[src/rtl/core/ffha_pkg.sv]
`default_nettype none
package ffha_pkg;

    // Table geometry and allocator constants.
    localparam int SEG_DEPTH   = 64;
    localparam int IDX_W       = $clog2(SEG_DEPTH);
    localparam int CNT_W       = IDX_W + 1;
    localparam int OFF_W       = 25;
    localparam int SIZE_W      = 25;
    localparam int HEADER_B    = 12;
    localparam int MIN_SPLIT_B = 16;
    localparam int ALIGN_B     = 8;

    localparam logic [31:0] BASE_RST  = 32'h0100_0000;
    localparam logic [24:0] BYTES_RST = 25'h040_0000;

    // Configuration register indexes.
    localparam logic CFG_HEAP_BASE  = 1'b0;
    localparam logic CFG_HEAP_BYTES = 1'b1;

    // Request kinds.
    localparam logic MODE_ALLOC = 1'b0;
    localparam logic MODE_FREE  = 1'b1;

    // Result status codes.
    typedef enum logic [1:0] {
        ST_OK      = 2'd0,
        ST_OOM     = 2'd1,
        ST_NULL    = 2'd2,
        ST_UNKNOWN = 2'd3
    } t_status;

    typedef struct packed {
        logic        mode;
        logic [23:0] request_size;
        logic [31:0] block_address;
    } t_req;

    typedef struct packed {
        logic [31:0] address;
        logic [1:0]  status;
    } t_resp;

    // One segment table entry.
    typedef struct packed {
        logic [OFF_W-1:0]  off;
        logic [SIZE_W-1:0] size;
        logic              free;
    } t_seg;

    typedef enum logic [1:0] {
        AS_I, AS_I1, AS_JM1, AS_J1
    } t_asel;

    typedef enum logic [1:0] {
        WD_CUR, WD_RDATA, WD_SPLIT, WD_ALLOC
    } t_wsel;

    typedef enum logic [1:0] {
        CUR_HOLD, CUR_LOAD, CUR_LOADFREE, CUR_MERGE
    } t_curop;

    typedef enum logic [2:0] {
        J_HOLD, J_COUNT, J_I1, J_DEC, J_INC
    } t_jop;

    typedef enum logic [1:0] {
        I_HOLD, I_CLR, I_INC
    } t_iop;

    typedef enum logic [1:0] {
        CNT_HOLD, CNT_INC, CNT_DEC
    } t_cntop;

    // Commands from the controller to the datapath.
    typedef struct packed {
        logic    load;
        logic    rd;
        t_asel   rd_sel;
        logic    wr;
        t_asel   wr_sel;
        t_wsel   wr_data;
        t_curop  cur_op;
        t_jop    j_op;
        t_iop    i_op;
        t_cntop  cnt_op;
        logic    split_ld;
        logic    res_ld;
        t_status res_status;
        logic    res_addr;
        logic    out_ld;
    } t_cmd;

    // Status from the datapath to the controller.
    typedef struct packed {
        logic mode;
        logic zero;
        logic at_end;
        logic pair_end;
        logic fit;
        logic split;
        logic match;
        logic both_free;
        logic j_gt_i1;
        logic j1_lt_cnt;
        logic out_free;
    } t_stat;

endpackage
`default_nettype wire

[src/rtl/core/ffha_ctrl.sv]
`default_nettype none
module ffha_ctrl (
    input  wire logic            i_clk,
    input  wire logic            i_rst_n,
    input  wire logic            i_in_valid,
    output logic                 o_in_stall,
    input  wire ffha_pkg::t_stat i_stat,
    output ffha_pkg::t_cmd       o_cmd
);

    typedef enum logic [4:0] {
        S_IDLE, S_DISP,
        S_A_RD, S_A_CHK, S_A_SH, S_A_SHW, S_A_WR1, S_A_WR2,
        S_F_RD, S_F_CHK, S_F_WR,
        S_M_RD0, S_M_CUR, S_M_NXT, S_M_CHK, S_M_WR, S_M_SH, S_M_SHW,
        S_DONE
    } t_state;

    t_state r_state;
    t_state n_state;

    // Next state and datapath commands.
    always_comb begin
        n_state = r_state;
        o_cmd   = '0;
        case (r_state)
            S_IDLE: begin
                if (i_in_valid) begin
                    o_cmd.load = 1'b1;
                    o_cmd.i_op = ffha_pkg::I_CLR;
                    n_state    = S_DISP;
                end
            end
            S_DISP: begin
                if (i_stat.zero) begin
                    o_cmd.res_ld     = 1'b1;
                    o_cmd.res_status = ffha_pkg::ST_NULL;
                    n_state          = S_DONE;
                end else if (i_stat.mode == ffha_pkg::MODE_ALLOC) begin
                    n_state = S_A_RD;
                end else begin
                    n_state = S_F_RD;
                end
            end
            // First-fit search.
            S_A_RD: begin
                if (i_stat.at_end) begin
                    o_cmd.res_ld     = 1'b1;
                    o_cmd.res_status = ffha_pkg::ST_OOM;
                    n_state          = S_DONE;
                end else begin
                    o_cmd.rd     = 1'b1;
                    o_cmd.rd_sel = ffha_pkg::AS_I;
                    n_state      = S_A_CHK;
                end
            end
            S_A_CHK: begin
                if (i_stat.fit) begin
                    o_cmd.cur_op   = ffha_pkg::CUR_LOAD;
                    o_cmd.split_ld = 1'b1;
                    o_cmd.j_op     = ffha_pkg::J_COUNT;
                    n_state        = i_stat.split ? S_A_SH : S_A_WR2;
                end else begin
                    o_cmd.i_op = ffha_pkg::I_INC;
                    n_state    = S_A_RD;
                end
            end
            // Open a slot after the chosen segment, moving the tail up.
            S_A_SH: begin
                if (i_stat.j_gt_i1) begin
                    o_cmd.rd     = 1'b1;
                    o_cmd.rd_sel = ffha_pkg::AS_JM1;
                    n_state      = S_A_SHW;
                end else begin
                    n_state = S_A_WR1;
                end
            end
            S_A_SHW: begin
                o_cmd.wr      = 1'b1;
                o_cmd.wr_sel  = ffha_pkg::AS_JM1;
                o_cmd.wr_data = ffha_pkg::WD_RDATA;
                o_cmd.j_op    = ffha_pkg::J_DEC;
                n_state       = S_A_SH;
            end
            S_A_WR1: begin
                o_cmd.wr      = 1'b1;
                o_cmd.wr_sel  = ffha_pkg::AS_I1;
                o_cmd.wr_data = ffha_pkg::WD_SPLIT;
                o_cmd.cnt_op  = ffha_pkg::CNT_INC;
                n_state       = S_A_WR2;
            end
            S_A_WR2: begin
                o_cmd.wr         = 1'b1;
                o_cmd.wr_sel     = ffha_pkg::AS_I;
                o_cmd.wr_data    = ffha_pkg::WD_ALLOC;
                o_cmd.res_ld     = 1'b1;
                o_cmd.res_status = ffha_pkg::ST_OK;
                o_cmd.res_addr   = 1'b1;
                n_state          = S_DONE;
            end
            // Search for the freed payload address.
            S_F_RD: begin
                if (i_stat.at_end) begin
                    o_cmd.res_ld     = 1'b1;
                    o_cmd.res_status = ffha_pkg::ST_UNKNOWN;
                    n_state          = S_DONE;
                end else begin
                    o_cmd.rd     = 1'b1;
                    o_cmd.rd_sel = ffha_pkg::AS_I;
                    n_state      = S_F_CHK;
                end
            end
            S_F_CHK: begin
                if (i_stat.match) begin
                    o_cmd.cur_op = ffha_pkg::CUR_LOADFREE;
                    n_state      = S_F_WR;
                end else begin
                    o_cmd.i_op = ffha_pkg::I_INC;
                    n_state    = S_F_RD;
                end
            end
            S_F_WR: begin
                o_cmd.wr      = 1'b1;
                o_cmd.wr_sel  = ffha_pkg::AS_I;
                o_cmd.wr_data = ffha_pkg::WD_CUR;
                o_cmd.i_op    = ffha_pkg::I_CLR;
                n_state       = S_M_RD0;
            end
            // Merge pass over the whole table.
            S_M_RD0: begin
                o_cmd.rd     = 1'b1;
                o_cmd.rd_sel = ffha_pkg::AS_I;
                n_state      = S_M_CUR;
            end
            S_M_CUR: begin
                o_cmd.cur_op = ffha_pkg::CUR_LOAD;
                n_state      = S_M_NXT;
            end
            S_M_NXT: begin
                if (i_stat.pair_end) begin
                    o_cmd.res_ld     = 1'b1;
                    o_cmd.res_status = ffha_pkg::ST_OK;
                    n_state          = S_DONE;
                end else begin
                    o_cmd.rd     = 1'b1;
                    o_cmd.rd_sel = ffha_pkg::AS_I1;
                    n_state      = S_M_CHK;
                end
            end
            S_M_CHK: begin
                if (i_stat.both_free) begin
                    o_cmd.cur_op = ffha_pkg::CUR_MERGE;
                    o_cmd.j_op   = ffha_pkg::J_I1;
                    n_state      = S_M_WR;
                end else begin
                    o_cmd.cur_op = ffha_pkg::CUR_LOAD;
                    o_cmd.i_op   = ffha_pkg::I_INC;
                    n_state      = S_M_NXT;
                end
            end
            S_M_WR: begin
                o_cmd.wr      = 1'b1;
                o_cmd.wr_sel  = ffha_pkg::AS_I;
                o_cmd.wr_data = ffha_pkg::WD_CUR;
                n_state       = S_M_SH;
            end
            // Close the gap left by the absorbed neighbor.
            S_M_SH: begin
                if (i_stat.j1_lt_cnt) begin
                    o_cmd.rd     = 1'b1;
                    o_cmd.rd_sel = ffha_pkg::AS_J1;
                    n_state      = S_M_SHW;
                end else begin
                    o_cmd.cnt_op = ffha_pkg::CNT_DEC;
                    n_state      = S_M_NXT;
                end
            end
            S_M_SHW: begin
                o_cmd.wr      = 1'b1;
                o_cmd.wr_sel  = ffha_pkg::AS_JM1;
                o_cmd.wr_data = ffha_pkg::WD_RDATA;
                o_cmd.j_op    = ffha_pkg::J_INC;
                n_state       = S_M_SH;
            end
            S_DONE: begin
                if (i_stat.out_free) begin
                    o_cmd.out_ld = 1'b1;
                    n_state      = S_IDLE;
                end
            end
            default: n_state = S_IDLE;
        endcase
    end

    always_ff @(posedge i_clk) begin
        if (!i_rst_n) begin
            r_state <= S_IDLE;
        end else begin
            r_state <= n_state;
        end
    end

    assign o_in_stall = (r_state != S_IDLE);

endmodule
`default_nettype wire

[config.mk]
export PLATFORM = sky130hd
export DESIGN_NAME = ffha_ctrl
export DESIGN_NICKNAME = d
export VERILOG_FILES = /design/src/rtl/core/ffha_pkg.sv /design/src/rtl/core/ffha_ctrl.sv
export SDC_FILE = /design/constraint.sdc
export NUM_CORES = 1
export LEC_CHECK = 0
export BUFFER_PORTS_ARGS = -buffer_cell sky130_fd_sc_hd__buf_2
export CELL_PAD_IN_SITES_DETAIL_PLACEMENT = 1
export CELL_PAD_IN_SITES_GLOBAL_PLACEMENT = 2
export CORE_MARGIN = 2
export CORE_UTILIZATION = 26
export DETAILED_ROUTE_END_ITERATION = 16
export PLACE_DENSITY = 0.86
export SYNTH_ARGS = -nofsm -noshare
export SYNTH_HDL_FRONTEND = slang
export SYNTH_SLANG_ARGS = --single-unit
[constraint.sdc]
create_clock -name i_clk -period 2.9 [get_ports i_clk]
set_input_delay 0.58 -clock i_clk [delete_from_list [all_inputs] [get_ports i_clk]]
set_output_delay 0.58 -clock i_clk [all_outputs]
set_load 0.005 [all_outputs]
==> results of run 1 <==
layout by cell type, fill, tap and decap left out, types with 3 or more instances in the layout:
cell / synthesis / final
nor2_1: 12 / 12
o22ai_1: 3 / 3
buf_2: 9 / 38
buf_4: 1 / 5
nand2_1: 7 / 7
nand2b_1: 8 / 8
a211o_1: 3 / 3
nor4_1: 3 / 3
nand3b_1: 5 / 5
inv_1: 6 / 6
dfxtp_1: 5 / 5
nor4b_1: 3 / 3
o21ai_0: 4 / 4
and3_1: 3 / 3
clkbuf_4: 0 / 3
nor3_1: 11 / 11
a21oi_1: 5 / 5
worst max-delay path, delay by kind of cell (launching register included):
family                 cells  cell delay (ns)
AOI/OAI and AO/OA          1             0.50
buffers and inverters      2             0.48
DFF                        1             0.45
and+or+nand+nor            2             0.33
final timing paths:
check | startpoint | to | depth (start not counted)
min reg2reg | r_state[4] | r_state[2] | 2
min | i_rst_n | r_state[4] | 2
max | r_state[1] | o_cmd[8] | 5
max reg2reg | r_state[3] | r_state[2] | 5
synth_stat cells (3+ instances only):
cell type,number
o22ai_1,3
nor4b_1,3
a211o_1,3
nor2_1,12
nor3_1,11
nand2_1,7
o21ai_0,4
a21oi_1,5
and3_1,3
inv_1,6
nand2b_1,8
nor4_1,3
nand3b_1,5
dfxtp_1,5
buf_2,9
per-stage QoR:
| stage | worst slack, ns | instance area [um2] | util (%) | instances |
|---|---|---|---|---|
| global route | 0.0724 | 1160 | 34.4 | 212 |
| detailed placement | 0.579 | 1130 | 33.6 | 208 |
| floorplan | 0.996 | 925 | - | 132 |
| CTS | 0.299 | 1160 | 34.4 | 212 |
| finish | 0.295 | 1160 | 34.4 | 212 |
| global placement | 0.616 | 1130 | 33.6 | 208 |
metal layers:
layer | share of wire (%) | global-route usage [%] | vias up
met5 | 0 | 0 | -
met4 | 1.2 | 4.89 | 0
met3 | 6.0 | 0.893 | 3
met2 | 45 | 27.8 | 38
met1 | 47 | 24.0 | 565
li1 | - | - | 566
where the power goes:
part | internal (W) | switching, W | total [W] | leakage [nW]
logic | 0.000297 | 0.000363 | 0.000660 | 0.459
clock network | 0.0000523 | 0.0000326 | 0.0000849 | 0.0150
registers | 0.0000939 | 0.000102 | 0.000195 | 0.0409
total | 0.000443 | 0.000497 | 0.000940 | 0.515
layout make-up:
class,instances,area [um2]
Timing Repair Buffer,43,228
Tap cell,46,57.6
Sequential cell,5,100
Inverter,7,26.3
Multi-Input combinational cell,107,719
Fill cell,471,2210
Clock buffer,4,26.3
cell families (layout without fill, tap and decap cells):
logic type / after synthesis / after routing
AO/OA/AOI/OAI: 39 / 39
buffers and inverters: 20 / 54
XOR/XNOR: 1 / 1
multiplexers: 1 / 1
AND/OR/NAND/NOR: 66 / 66
flip-flops: 5 / 5
==> impl_metrics.json, run 1 <==
{
  "status": "finished clean",
  "insertion_delay_ns": 0.25,
  "grt_max_degree": 27,
  "finalNetCount": 181,
  "synthAdderAreaFrac_pct": 0,
  "path_clk_slew_ns": 0.04,
  "synthTopCellsByArea": "dfxtp_1 11%, nor3_1 6.0%, nand2b_1 5.4%, buf_2 4.9%, nor2_1 4.9%",
  "clk_path_buf_depth": 2,
  "drt-total-wl_um": 3340,
  "cts_tree": "built",
  "synth_area_leader_cell": "dfxtp_1",
  "wl_per_cell_um": 15.8,
  "finalPower_w": 0.000940,
  "muxShareOfSynthArea_pct": 1.22,
  "layout-drive-gt1-share_pct": 34.3,
  "crit_chain": "buf_4, nor2_1, nand2_1, a2111oi_0, buf_2",
  "row_count": 21,
  "tns_ns": 0,
  "max-vdd-ir-drop_uv": 392,
  "ys_seq_area_share_pct": 10.8,
  "hold_slack_ns": 0.605,
  "relSlewSlack_pct": 48.1,
  "antenna_found_initial": 0,
  "power.density_mw_per_mm2": 812,
  "port-buffer-count": 38,
  "hold_violations": 0,
  "cp.arrival_ns": 2.03,
  "synth_compound_area_share_pct": 31.5,
  "largest_reg_flops": 5,
  "post-route-min-period_ns": 2.61,
  "fp.dieW_um": 63.6,
  "globalplace.congestion": 0.836,
  "hold_path_class": "input port to flip-flop",
  "diodes": 0,
  "cts_setup_buffers": 0,
  "grt_overflow": 0,
  "leakage_nw": 0.515,
  "r2r_slack_ns": 0.95,
  "fin_worst_skew_ns": 0.00117,
  "critPathRequiredTime_ns": 2.32,
  "slowest_delay_ns": 0.50,
  "cts_htree_levels": 1,
  "avgViaCountPerCell": 5.53,
  "grtUsageTotal_pct": 17.0,
  "cp-start-kind": "flip-flop",
  "area_growth_pct": 25.2,
  "reg_top3": "r_state x5",
  "die_area_mm2": 0.00405,
  "synth_top_family_by_area": "simple AND/OR/NAND/NOR gates",
  "ant_nets": 0,
  "io_pins": 39,
  "netlist_instances": 132,
  "ys.flop_type": "dfxtp_1",
  "drt_iter0_drc": 79,
  "ctsHoldBuffers": 0,
  "slowest_stage": "a2111oi_0",
  "synthSimpleGateAreaFrac_pct": 44.1,
  "syn_area_um2": 925,
  "worst_setup_path_end_kind": "primary output",
  "grt_pass1_wl_um": 5530,
  "synth-edff-count": 0,
  "ys_warn_count": 0,
  "drc_errors": 0,
  "grt_setup_unrepaired": "no",
  "crit_type": "flip-flop to primary output",
  "numCtsBuffers": 3,
  "netlist.area_leader.share_pct": 10.8,
  "die_h_um": 63.6,
  "fmax_ghz": 0.384,
  "dp_hpwl_um": 2630,
  "root_buffer": "clkbuf_4",
  "async_flop_share_pct": 0,
  "initial_core_util_pct": 27.5,
  "drv_cap": 0,
  "syn-num-nets": 146,
  "synth_cell_type_count": 51,
  "top_register": "r_state",
  "cts_sinks": 5,
  "setup_violations": 0,
  "worst-path-max-fanout": 19,
  "slew_violations": 0,
  "core_area_mm2": 0.00336,
  "post_cts_resized": 0,
  "grt_pass1_vias": 1131,
  "dr_total_vias": 1172,
  "period_share_pct": 89.8,
  "ys_seq_elements": 5,
  "synth.avg_cell_area_um2": 7.00,
  "synth-xor-area-share_pct": 0.947,
  "worst_pin_slew_ns": 0.777,
  "first_pass_iters": 4
}
No activity file was read; power rests on OpenSTA's default activity.
==> run 2: changes to the inputs <==
==> constraint.sdc (replaced) <==
create_clock -name i_clk -period 2.9 [get_ports i_clk]
set_input_delay 0.58 -clock i_clk [delete_from_list [all_inputs] [get_ports i_clk]]
set_output_delay 0.58 -clock i_clk [all_outputs]
set_load 0.02 [all_outputs]
==> run 2 against run 1 <==
  * Sequential share of layout area is 0.056 points lower
  * Via count is 1.6% lower
  * Clock power is 1% lower
  * Largest power group unchanged
==> impl_metrics.json, run 2 (synthesis gave the netlist of run 1 again) <==
{
  "grt_pass1_wl_um": 5770,
  "post_cts_resized": 0,
  "cts_sinks": 5,
  "layout_common_cells": "38 x buf_2, 12 x nor2_1, 11 x nor3_1, 8 x nand2b_1, 7 x nand2_1",
  "multi_input_area_um2": 719,
  "drc_errors": 0,
  "hold_violations": 0,
  "globalplace.congestion": 0.838,
  "fin_worst_skew_ns": 0.000876,
  "largest_reg_flops": 5,
  "initial_core_util_pct": 27.5,
  "top_register": "r_state",
  "final_common_cell": "buf_2",
  "worst_pin_slew_ns": 0.788,
  "wl_per_cell_um": 16.6,
  "hold_path_class": "input port to flip-flop",
  "insertion_delay_ns": 0.25,
  "grt_setup_unrepaired": "no",
  "drt-total-wl_um": 3540,
  "power.density_mw_per_mm2": 903,
  "post-route-min-period_ns": 2.68,
  "ant_nets": 0,
  "cts_htree_levels": 1,
  "fmax_ghz": 0.374,
  "worst-path-max-fanout": 19,
  "fill_cells": 466,
  "grt_overflow": 0,
  "row_count": 21,
  "slew_violations": 0,
  "status": "finished clean",
  "tns_ns": 0,
  "relSlewSlack_pct": 47.4,
  "port-buffer-count": 38,
  "dpl-instance-area_mm2": 0.00114,
  "dp_hpwl_um": 2790,
  "grt_pass1_vias": 1155,
  "ctsHoldBuffers": 0,
  "core_area_mm2": 0.00336,
  "diodes": 0,
  "drv_cap": 0,
  "die_area_mm2": 0.00405,
  "ff_latch_area_um2": 100,
  "cts_setup_buffers": 0,
  "fin_area_mm2": 0.00116,
  "antenna_found_initial": 0,
  "io_pins": 39,
  "drt_iter0_drc": 29,
  "max-vdd-ir-drop_uv": 384,
  "numCtsBuffers": 3,
  "first_pass_iters": 4,
  "avgViaCountPerCell": 5.41,
  "area_growth_pct": 26.0,
  "reg_top3": "r_state x5",
  "cp.arrival_ns": 2.10,
  "grtUsageTotal_pct": 18.1,
  "fp.dieW_um": 63.6,
  "dr_total_vias": 1153,
  "clk_path_buf_depth": 2,
  "worst_setup_path_end_kind": "primary output",
  "period_share_pct": 92.3,
  "layout-drive-gt1-share_pct": 34.7,
  "layout.cells.non_filler": 213,
  "root_buffer": "clkbuf_4",
  "crit_type": "flip-flop to primary output",
  "path_clk_slew_ns": 0.04,
  "cp-start-kind": "flip-flop",
  "critPathRequiredTime_ns": 2.32,
  "dp.cells": 209,
  "die_h_um": 63.6,
  "cts_tree": "built",
  "grt_max_degree": 27,
  "setup_violations": 0,
  "finalNetCount": 182,
  "leakage_nw": 0.520
}
[run 2: cell count changes in the layout (fill, tap and decap cells not counted), sizes merged]
| cell | delta |
|---|---|
| buf | +1 |
[run 2: metal layers]
metal  global-route usage (%)  vias up  routed length [um]
met5                        0        -                   0
met4                     5.43        0                  30
met3                     2.14        3                 129
met2                     29.5       26                1690
met1                     24.9      555                1690
li1                         -      569                   -
[run 2: worst paths after layout]
path	end	cells past startpoint	slack (ns)	startpoint
worst min register to register	r_state[2]	2	0.78	r_state[4]
worst max register to register	r_state[3]	5	0.90	r_state[3]
worst min-delay path	r_state[1]	2	0.61	i_rst_n
worst max-delay path	o_cmd[8]	4	0.22	r_state[3]
[run 2: power by group]
group	switching (W)	internal, W
Clock	0.0000318	0.0000522
Sequential	0.0000871	0.0000939
Combinational	0.000480	0.000306
Total	0.000599	0.000453
[run 2: per-stage QoR]
step	total power [W]	hold WS [ns]	setup WS [ns]	util [%]
2_1_floorplan	0.000747	0.658	0.362	-
3_3_place_gp	0.000942	0.760	0.568	33.9
3_5_place_dp	0.000967	0.772	0.543	33.9
4_1_cts	0.00105	0.606	0.260	34.6
5_1_grt	0.00114	0.611	0.0771	34.6
6_report	0.00105	0.607	0.223	34.6
[run 2: area by class of cell]
cell class	instances	area share [%]
inverter	7	2.26
timing repair buffer	44	20.2
sequential	5	8.59
multi-input combinational	107	61.8
tap	46	4.94
clock buffer	4	2.26
[run 2: worst max-delay path: stages (launching register included)]
cell       delay [ns]
dfxtp_1          0.77
buf_4            0.30
nand2_1          0.06
a2111oi_0        0.45
buf_2            0.26
